==> src/hw/rtl/srht_pkg.sv <==
// shared types and constants of the service registry hash table
`default_nettype none

package srht_pkg;

   localparam logic [31:0] FNV_BASIS = 32'h811C_9DC5;
   localparam logic [31:0] FNV_PRIME = 32'h0100_0193;

   localparam logic [2:0] ST_OK       = 3'd0;
   localparam logic [2:0] ST_BAD      = 3'd1;
   localparam logic [2:0] ST_DUP      = 3'd2;
   localparam logic [2:0] ST_FULL     = 3'd3;
   localparam logic [2:0] ST_NOTFOUND = 3'd4;

   localparam int QUEUE_DEPTH = 2;

   typedef enum logic [1:0] {
      CMD_REG_BYTE   = 2'd0,
      CMD_UNREG      = 2'd1,
      CMD_ROUTE_BYTE = 2'd2,
      CMD_DELIVER    = 2'd3
   } cmd_type;

   typedef enum logic [1:0] {
      OP_REG    = 2'd0,
      OP_UNREG  = 2'd1,
      OP_LOOKUP = 2'd2,
      OP_BAD    = 2'd3
   } op_type;

   typedef struct packed {
      op_type      op;
      logic [31:0] key;
      logic [31:0] handler;
      logic [31:0] user;
   } op_word_type;

   typedef struct packed {
      logic [31:0] id;
      logic [31:0] hash;
      logic [31:0] handler;
      logic [31:0] user;
   } entry_type;

endpackage

`default_nettype wire

==> src/hw/rtl/srht_ram.sv <==
// generic single write port ram with registered read
`default_nettype none

module srht_ram #(
   parameter int WIDTH = 128,
   parameter int DEPTH = 16
) (
   input  wire logic                     clock,
   input  wire logic                     wr_en,
   input  wire logic [$clog2(DEPTH)-1:0] wr_addr,
   input  wire logic [WIDTH-1:0]         wr_data,
   input  wire logic [$clog2(DEPTH)-1:0] rd_addr,
   output logic      [WIDTH-1:0]         rd_data
);

   logic [WIDTH-1:0] mem_ff [DEPTH];
   logic [WIDTH-1:0] rd_data_ff;

   always_ff @(posedge clock) begin
      if (wr_en) begin
         mem_ff[wr_addr] <= wr_data;
      end
      rd_data_ff <= mem_ff[rd_addr];
   end

   assign rd_data = rd_data_ff;

endmodule

`default_nettype wire

==> src/hw/rtl/srht_fifo.sv <==
// short operation queue between front and back
`default_nettype none

module srht_fifo
   import srht_pkg::*;
#(
   parameter int DEPTH = 2
) (
   input  wire logic        clock,
   input  wire logic        reset,
   input  wire logic        push,
   input  wire op_word_type push_word,
   output logic             full,
   input  wire logic        pop,
   output logic             empty,
   output op_word_type      pop_word
);

   localparam int PW = $clog2(DEPTH);
   localparam int CW = $clog2(DEPTH + 1);

   op_word_type     slot_ff [DEPTH];
   logic [PW-1:0]   wr_ptr_ff;
   logic [PW-1:0]   rd_ptr_ff;
   logic [CW-1:0]   count_ff;
   logic            do_push;
   logic            do_pop;

   assign full     = (count_ff == CW'(DEPTH));
   assign empty    = (count_ff == '0);
   assign pop_word = slot_ff[rd_ptr_ff];
   assign do_push  = push && !full;
   assign do_pop   = pop && !empty;

   always_ff @(posedge clock) begin
      if (do_push) begin
         slot_ff[wr_ptr_ff] <= push_word;
      end
      if (reset) begin
         wr_ptr_ff <= '0;
         rd_ptr_ff <= '0;
         count_ff  <= '0;
      end else begin
         if (do_push) begin
            wr_ptr_ff <= (wr_ptr_ff == PW'(DEPTH - 1)) ? '0 : wr_ptr_ff + 1'b1;
         end
         if (do_pop) begin
            rd_ptr_ff <= (rd_ptr_ff == PW'(DEPTH - 1)) ? '0 : rd_ptr_ff + 1'b1;
         end
         if (do_push && !do_pop) begin
            count_ff <= count_ff + 1'b1;
         end else if (do_pop && !do_push) begin
            count_ff <= count_ff - 1'b1;
         end
      end
   end

endmodule

`default_nettype wire

==> src/hw/rtl/srht_front.sv <==
// front end: hash accumulation and command classification
`default_nettype none

module srht_front
   import srht_pkg::*;
(
   input  wire logic        clock,
   input  wire logic        reset,
   input  wire logic        req_push,
   output logic             req_full,
   input  wire logic [1:0]  req_command,
   input  wire logic [7:0]  req_name_byte,
   input  wire logic        req_last_byte,
   input  wire logic [31:0] req_service_id,
   input  wire logic [31:0] req_target_hash,
   input  wire logic [31:0] req_handler_tag,
   input  wire logic [31:0] req_user_tag,
   output logic             q_push,
   input  wire logic        q_full,
   output op_word_type      q_word
);

   logic [31:0] hash_ff;
   logic [31:0] hash_in;
   logic        accept;
   cmd_type     cmd;

   assign req_full = q_full;
   assign accept   = req_push && !q_full;
   assign cmd      = cmd_type'(req_command);
   assign hash_in  = 32'((hash_ff ^ {24'd0, req_name_byte}) * FNV_PRIME);

   always_comb begin
      q_push         = 1'b0;
      q_word.op      = OP_BAD;
      q_word.key     = '0;
      q_word.handler = req_handler_tag;
      q_word.user    = req_user_tag;
      unique case (cmd)
         CMD_REG_BYTE: begin
            q_push     = accept && req_last_byte;
            q_word.key = hash_in;
            q_word.op  = (req_handler_tag == '0 || hash_in == '0) ? OP_BAD : OP_REG;
         end
         CMD_ROUTE_BYTE: begin
            q_push     = accept && req_last_byte;
            q_word.key = hash_in;
            q_word.op  = (hash_in == '0) ? OP_BAD : OP_LOOKUP;
         end
         CMD_UNREG: begin
            q_push     = accept;
            q_word.key = req_service_id;
            q_word.op  = (req_service_id == '0) ? OP_BAD : OP_UNREG;
         end
         CMD_DELIVER: begin
            q_push     = accept;
            q_word.key = req_target_hash;
            q_word.op  = (req_target_hash == '0) ? OP_BAD : OP_LOOKUP;
         end
      endcase
   end

   always_ff @(posedge clock) begin
      if (reset) begin
         hash_ff <= FNV_BASIS;
      end else if (accept && (cmd == CMD_REG_BYTE || cmd == CMD_ROUTE_BYTE)) begin
         hash_ff <= req_last_byte ? FNV_BASIS : hash_in;
      end
   end

endmodule

`default_nettype wire

==> src/hw/rtl/srht_back.sv <==
// back end: table scan, update and result register
`default_nettype none

module srht_back
   import srht_pkg::*;
#(
   parameter int TABLE_ENTRIES = 16
) (
   input  wire logic        clock,
   input  wire logic        reset,
   input  wire logic        q_empty,
   output logic             q_pop,
   input  wire op_word_type q_word,
   input  wire logic        rsp_pop,
   output logic             rsp_empty,
   output logic [2:0]       rsp_status,
   output logic [31:0]      rsp_assigned_id,
   output logic [31:0]      rsp_name_hash,
   output logic [31:0]      rsp_match_handler,
   output logic [31:0]      rsp_match_user
);

   localparam int IW = $clog2(TABLE_ENTRIES);
   localparam int CW = $clog2(TABLE_ENTRIES + 1);
   localparam int EW = $bits(entry_type);

   typedef enum logic [1:0] {
      S_IDLE,
      S_SCAN,
      S_FINISH
   } state_type;

   state_type          state_ff;
   op_word_type        op_ff;
   logic [CW-1:0]      cnt_ff;
   logic               chk_vld_ff;
   logic [IW-1:0]      chk_idx_ff;
   logic               found_ff;
   logic [IW-1:0]      found_idx_ff;
   logic [31:0]        found_handler_ff;
   logic [31:0]        found_user_ff;
   logic               free_ff;
   logic [IW-1:0]      free_idx_ff;
   logic [TABLE_ENTRIES-1:0] used_ff;
   logic [31:0]        next_id_ff;
   logic               rsp_valid_ff;
   logic [2:0]         rsp_status_ff;
   logic [31:0]        rsp_assigned_id_ff;
   logic [31:0]        rsp_name_hash_ff;
   logic [31:0]        rsp_match_handler_ff;
   logic [31:0]        rsp_match_user_ff;

   logic               ram_we;
   entry_type          ram_wentry;
   logic [EW-1:0]      ram_rdata;
   entry_type          rd_entry;
   logic               chk_used;
   logic               key_hit;
   logic               hit;
   logic               out_free;
   logic [31:0]        next_id_inc;

   assign out_free    = !rsp_valid_ff || rsp_pop;
   assign q_pop       = (state_ff == S_IDLE) && !q_empty;
   assign rd_entry    = entry_type'(ram_rdata);
   assign chk_used    = used_ff[chk_idx_ff];
   assign key_hit     = (op_ff.op == OP_UNREG) ? (rd_entry.id == op_ff.key)
                                               : (rd_entry.hash == op_ff.key);
   assign hit         = chk_vld_ff && chk_used && key_hit;
   assign next_id_inc = next_id_ff + 32'd1;

   assign ram_we = (state_ff == S_FINISH) && out_free && (op_ff.op == OP_REG)
                   && !found_ff && free_ff;
   assign ram_wentry.id      = next_id_ff;
   assign ram_wentry.hash    = op_ff.key;
   assign ram_wentry.handler = op_ff.handler;
   assign ram_wentry.user    = op_ff.user;

   srht_ram #(
      .WIDTH (EW),
      .DEPTH (TABLE_ENTRIES)
   ) u_ram (
      .clock   (clock),
      .wr_en   (ram_we),
      .wr_addr (free_idx_ff),
      .wr_data (ram_wentry),
      .rd_addr (cnt_ff[IW-1:0]),
      .rd_data (ram_rdata)
   );

   always_ff @(posedge clock) begin
      if (reset) begin
         state_ff     <= S_IDLE;
         cnt_ff       <= '0;
         chk_vld_ff   <= 1'b0;
         found_ff     <= 1'b0;
         free_ff      <= 1'b0;
         used_ff      <= '0;
         next_id_ff   <= 32'd1;
         rsp_valid_ff <= 1'b0;
      end else begin
         chk_vld_ff <= 1'b0;
         if (rsp_pop) begin
            rsp_valid_ff <= 1'b0;
         end
         unique case (state_ff)
            S_IDLE: begin
               if (!q_empty) begin
                  op_ff    <= q_word;
                  cnt_ff   <= '0;
                  found_ff <= 1'b0;
                  free_ff  <= 1'b0;
                  state_ff <= (q_word.op == OP_BAD) ? S_FINISH : S_SCAN;
               end
            end
            S_SCAN: begin
               if (cnt_ff != CW'(TABLE_ENTRIES)) begin
                  chk_vld_ff <= 1'b1;
                  chk_idx_ff <= cnt_ff[IW-1:0];
                  cnt_ff     <= cnt_ff + 1'b1;
               end else if (!chk_vld_ff) begin
                  state_ff <= S_FINISH;
               end
               if (hit && !found_ff) begin
                  found_ff         <= 1'b1;
                  found_idx_ff     <= chk_idx_ff;
                  found_handler_ff <= rd_entry.handler;
                  found_user_ff    <= rd_entry.user;
               end
               if (chk_vld_ff && !chk_used && !free_ff) begin
                  free_ff     <= 1'b1;
                  free_idx_ff <= chk_idx_ff;
               end
            end
            S_FINISH: begin
               if (out_free) begin
                  rsp_valid_ff         <= 1'b1;
                  rsp_assigned_id_ff   <= '0;
                  rsp_match_handler_ff <= '0;
                  rsp_match_user_ff    <= '0;
                  rsp_name_hash_ff     <= (op_ff.op == OP_UNREG) ? '0 : op_ff.key;
                  unique case (op_ff.op)
                     OP_BAD: begin
                        rsp_status_ff <= ST_BAD;
                     end
                     OP_REG: begin
                        if (found_ff) begin
                           rsp_status_ff <= ST_DUP;
                        end else if (!free_ff) begin
                           rsp_status_ff <= ST_FULL;
                        end else begin
                           rsp_status_ff         <= ST_OK;
                           rsp_assigned_id_ff    <= next_id_ff;
                           used_ff[free_idx_ff]  <= 1'b1;
                           next_id_ff <= (next_id_inc == '0) ? 32'd1 : next_id_inc;
                        end
                     end
                     OP_UNREG: begin
                        if (found_ff) begin
                           rsp_status_ff         <= ST_OK;
                           used_ff[found_idx_ff] <= 1'b0;
                        end else begin
                           rsp_status_ff <= ST_NOTFOUND;
                        end
                     end
                     OP_LOOKUP: begin
                        if (found_ff) begin
                           rsp_status_ff        <= ST_OK;
                           rsp_match_handler_ff <= found_handler_ff;
                           rsp_match_user_ff    <= found_user_ff;
                        end else begin
                           rsp_status_ff <= ST_NOTFOUND;
                        end
                     end
                  endcase
                  state_ff <= S_IDLE;
               end
            end
            default: begin
               state_ff <= S_IDLE;
            end
         endcase
      end
   end

   assign rsp_empty         = !rsp_valid_ff;
   assign rsp_status        = rsp_status_ff;
   assign rsp_assigned_id   = rsp_assigned_id_ff;
   assign rsp_name_hash     = rsp_name_hash_ff;
   assign rsp_match_handler = rsp_match_handler_ff;
   assign rsp_match_user    = rsp_match_user_ff;

endmodule

`default_nettype wire

==> src/hw/rtl/service_registry_hash_table_core.sv <==
// Service registry keyed by the FNV-1a hash of a name, streamed one byte per word.
// A name byte that is not the last one is folded into the hash register and
// gives no result. The last name byte, an unregister or a deliver becomes one
// table operation, held in a two-deep queue while the back end works. The back
// end scans the entry RAM one entry per cycle through its single read port; an
// operation rejected for a bad argument (zero handler, zero hash, zero id) skips
// the scan and goes straight to the result. Slot valid bits sit in flip-flops
// and clear at reset, so no clearing pass is needed.
`default_nettype none

module service_registry_hash_table_core
   import srht_pkg::*;
#(
   parameter int TABLE_ENTRIES = 16
) (
   input  wire logic        clock,
   input  wire logic        reset,
   input  wire logic        req_push,
   output logic             req_full,
   input  wire logic [1:0]  req_command,
   input  wire logic [7:0]  req_name_byte,
   input  wire logic        req_last_byte,
   input  wire logic [31:0] req_service_id,
   input  wire logic [31:0] req_target_hash,
   input  wire logic [31:0] req_handler_tag,
   input  wire logic [31:0] req_user_tag,
   output logic             rsp_empty,
   input  wire logic        rsp_pop,
   output logic [2:0]       rsp_status,
   output logic [31:0]      rsp_assigned_id,
   output logic [31:0]      rsp_name_hash,
   output logic [31:0]      rsp_match_handler,
   output logic [31:0]      rsp_match_user
);

   logic        q_push;
   logic        q_full;
   logic        q_pop;
   logic        q_empty;
   op_word_type q_push_word;
   op_word_type q_pop_word;

   srht_front u_front (
      .clock           (clock),
      .reset           (reset),
      .req_push        (req_push),
      .req_full        (req_full),
      .req_command     (req_command),
      .req_name_byte   (req_name_byte),
      .req_last_byte   (req_last_byte),
      .req_service_id  (req_service_id),
      .req_target_hash (req_target_hash),
      .req_handler_tag (req_handler_tag),
      .req_user_tag    (req_user_tag),
      .q_push          (q_push),
      .q_full          (q_full),
      .q_word          (q_push_word)
   );

   srht_fifo #(
      .DEPTH (QUEUE_DEPTH)
   ) u_fifo (
      .clock     (clock),
      .reset     (reset),
      .push      (q_push),
      .push_word (q_push_word),
      .full      (q_full),
      .pop       (q_pop),
      .empty     (q_empty),
      .pop_word  (q_pop_word)
   );

   srht_back #(
      .TABLE_ENTRIES (TABLE_ENTRIES)
   ) u_back (
      .clock             (clock),
      .reset             (reset),
      .q_empty           (q_empty),
      .q_pop             (q_pop),
      .q_word            (q_pop_word),
      .rsp_pop           (rsp_pop),
      .rsp_empty         (rsp_empty),
      .rsp_status        (rsp_status),
      .rsp_assigned_id   (rsp_assigned_id),
      .rsp_name_hash     (rsp_name_hash),
      .rsp_match_handler (rsp_match_handler),
      .rsp_match_user    (rsp_match_user)
   );

   a_push_not_full: assert property (@(posedge clock) disable iff (reset)
      q_push |-> !q_full)
      else $error("operation pushed into a full queue");

   a_fail_fields_zero: assert property (@(posedge clock) disable iff (reset)
      (!rsp_empty && rsp_status != ST_OK) |->
         (rsp_assigned_id == '0 && rsp_match_handler == '0 && rsp_match_user == '0))
      else $error("failed result carries nonzero id or tags");

   a_id_on_ok: assert property (@(posedge clock) disable iff (reset)
      (!rsp_empty && rsp_assigned_id != '0) |->
         (rsp_status == ST_OK && rsp_name_hash != '0))
      else $error("id handed out without a successful register");

   a_empty_after_reset: assert property (@(posedge clock)
      $past(reset) |-> rsp_empty)
      else $error("result pending right after reset");

endmodule

`default_nettype wire
==> config.mk <==
export PLATFORM = sky130hd
export DESIGN_NAME = service_registry_hash_table_core
export DESIGN_NICKNAME = d
export VERILOG_FILES = /design/src/hw/rtl/srht_pkg.sv /design/src/hw/rtl/srht_ram.sv /design/src/hw/rtl/srht_fifo.sv /design/src/hw/rtl/srht_front.sv /design/src/hw/rtl/srht_back.sv /design/src/hw/rtl/service_registry_hash_table_core.sv
export SDC_FILE = /design/constraint.sdc
export NUM_CORES = 2
export LEC_CHECK = 0
export BUFFER_PORTS_ARGS = -buffer_cell sky130_fd_sc_hd__buf_2
export CAP_MARGIN = 20
export CORE_AREA = 2 2 495 497
export CTS_BUF_LIST = sky130_fd_sc_hd__clkbuf_16
export CTS_CLUSTER_SIZE = 8
export DETAILED_ROUTE_END_ITERATION = 12
export DIE_AREA = 0 0 497 499
export SETUP_SLACK_MARGIN = 0.2
export SLEW_MARGIN = 5
export SYNTH_ARGS = -nofsm -noshare
export SYNTH_HDL_FRONTEND = slang
export SYNTH_SLANG_ARGS = --single-unit
==> constraint.sdc <==
create_clock -name clock -period 14.1 [get_ports clock]
set_clock_uncertainty 0.15 [all_clocks]
set_input_delay 1.41 -clock clock [delete_from_list [all_inputs] [get_ports clock]]
set_output_delay 1.41 -clock clock [all_outputs]
set_load 0.1 [all_outputs]
==> flow_summary.ini <==
[power_and_ir_drop]
power_density_nw_per_um2 = 216.0
ir_drop_v = 0.0003922
p_leak_nw = 41.11

[synthesis]
async_flop_share_pct = 0
synthCells = 5306
ys_seq_area_share_pct = 74.47
postSynthAreaPerCell_sq_um = 20.51
post-synth-top-count-cell = edfxtp_1
yosys-top-cells-area = edfxtp_1, mux4_2, dfxtp_1
syn_nets = 5712
synth_ff_type = edfxtp_1
synth_common_cells = edfxtp_1, mux4_2, inv_1
synth_top_area_share_pct = 70.34
yosys.area.top_type = edfxtp_1
ys_types = 71
synth-seq-cells = 2773
synth-edff-count = 2549
netlist_area_sq_um = 108800
ys_warn_count = 0

[timing]
fmax_mhz = 149.2
hold-worst-slack_ps = 238.2
fin_crit_ps = 6704
rsz0062_at_grt = no
period_share_pct = 47.55
worst_pin_slew_ps = 1100
setup_viol = 0
max_slew_margin_pct = 26.66
final_max_slew_viol_count = 0
hold_viol_final = 0
tns_ps = 0

[placed_design]
portBuffers = 275
place_inst = 8642
dp_hpwl_microns = 148500
gp_congestion = 0.8687

[finish]
seq_area_sq_um = 81050
final_layout_size_suffix_gt1_share_pct = 25.67
post_layout_nonfiller_instances = 9340
fillers = 19090
multi_input_area_sq_um = 26050
syn2layout_area_growth_pct = 15.39
nNetsFinal = 6248

[global_route]
grt_pass1_wl_microns = 391400
gr-usage-all-layers_pct = 21.97
antenna_found_initial = 19
grt_max_degree = 119
grt_pass1_vias = 55070
overflow = 0

[status]
status = complete, no violations

[clock_tree]
cts_buffers = 398
cts_num_sinks = 2773
cts_buffer_depth = 4
cts_tree = built
clkSlewWorstSetupHoldPaths_ps = 50
cts_resized = 0
cts_hold_buf = 0
cts_root_buf = clkbuf_16
clk_latency_ps = 970
htreeDepth = 5
cts_setup_buffers = 0

[route]
num_vias = 53150
wire_per_inst_microns = 29.30
routed_via_density = 5.690
antenna_left = 0
drt_iter0_markers = 5779
postRouteWirelength_microns = 273600
drt_first_pass_iters = 6
drcViolationCount = 0

[floorplan]
ios = 276
dieArea_sq_um = 248000
initial_core_util_pct = 44.86
rows = 181
core_sq_um = 242500
die_w_microns = 497
dieHeight_microns = 499

[job]
drv_cap = 0

[setup_path]
start_kind = input port
cp.arrival_ps = 7340
endpoint_kind = flop
worstPathRequired_ps = 14730
crit_fanout = 9
crit_type = input port to flop

[min_path]
worstHoldPathType = flop to flop
==> placed cells by master, fill, tap and decap left out, drive strengths merged, types with 15 or more instances in the layout <==
cell type	n
nor4	41
nand2	83
xnor2	78
a31oi	15
nor2	153
buf	370
edfxtp	2549
inv	558
dfxtp	224
mux4	645
nor2b	46
nand3	31
xor2	41
nand2b	22
a21oi	79
and3	77
mux2	107
o21ai	42
and2	42
nor3	39
a22oi	17
nand4	26
mux2i	58
clkbuf	400
fa	74
ha	189
==> power by group <==
| group | switching [mW] | leakage, nW | internal (mW) |
|---|---|---|---|
| Clock | 3.31 | 6.50 | 5.04 |
| Sequential | 0.461 | 24.1 | 9.79 |
| Combinational | 5.40 | 10.5 | 3.11 |
| Total | 9.18 | 41.1 | 17.9 |
==> path summary, 6_finish.rpt <==
kind	from	endpoint	slack [ps]	depth (start not counted)
worst max register to register	u_front.hash_ff[0]	u_fifo.slot_ff[1][96]	7620	24
worst min-delay path	u_back.u_ram.rd_data[22]	u_back.found_user_ff[22]	240	0
worst min register to register	u_back.u_ram.rd_data[22]	u_back.found_user_ff[22]	240	0
worst max-delay path	req_name_byte[0]	u_fifo.slot_ff[1][96]	7400	25
==> through the flow <==
stage / power [mW] / area (sq um) / util, % / setup WS (ps)
5_1_grt: 28.57 / 125600 / 51.77 / 6922
2_1_floorplan: 16.29 / 108800 / - / 2116
4_1_cts: 27.27 / 125500 / 51.76 / 7525
3_5_place_dp: 18.85 / 114400 / 47.15 / 6529
6_report: 27.12 / 125600 / 51.77 / 7396
3_3_place_gp: 18.83 / 114300 / 47.14 / 6516
==> cell type report <==
type | count | area share, %
diodes | 2 | 0.003986
inverters | 267 | 0.7982
multi-input cells | 2031 | 20.75
clock inverters | 295 | 0.9537
repair buffers | 371 | 1.801
flip-flops and latches | 2773 | 64.55
well taps | 3202 | 3.191
clock buffers | 399 | 7.952
==> critical path: stages <==
cell,delay [ps]
buf_2,100
xor2_1,600
ha_1,280
ha_1,180
inv_1,60
fa_1,460
inv_1,70
ha_1,130
inv_1,50
fa_1,470
inv_1,40
ha_1,270
inv_1,50
fa_1,470
inv_1,40
ha_1,380
a21oi_1,360
o211ai_1,150
a311o_1,320
and2_1,170
xnor2_1,300
or3b_1,390
nor4_1,250
nand4_1,190
nand3_1,140
==> state kept, by name, indices dropped and copies added, names as in the netlist, 2 cells and up, named ones only <==
signal                    flops
u_back.chk_idx_ff             4
u_back.cnt_ff                 5
u_back.found_handler_ff      32
u_back.found_idx_ff           4
u_back.found_user_ff         32
u_back.free_idx_ff            4
u_back.next_id_ff            32
u_back.op_ff                 98
u_back.rsp_assigned_id       32
u_back.rsp_match_handler     32
u_back.rsp_match_user        32
u_back.rsp_name_hash         32
u_back.rsp_status             3
u_back.state_ff               2
u_back.u_ram.mem_ff        2048
u_back.u_ram.rd_data        128
u_back.used_ff               16
u_fifo.count_ff               2
u_fifo.slot_ff              196
u_front.hash_ff              32
==> cell families after synthesis <==
family                   synth area share, %
multiplexers                           14.99
AND/OR/NAND/NOR                        2.936
adder cells (fa/ha/maj)                3.535
flip-flops                             74.47
buffers and inverters                  1.744
AO/OA/AOI/OAI                          1.372
XOR/XNOR                              0.9578
==> layer usage <==
metal | global-route usage [%] | part of all wire [%] | up-vias
li1 | - | - | 22490
met1 | 31.08 | 43 | 28180
met2 | 34.75 | 48 | 2052
met3 | 4.335 | 7.3 | 419
met4 | 6.525 | 2.6 | 8
met5 | 0 | 0.020 | -
Power figures use the tool's default switching activity.
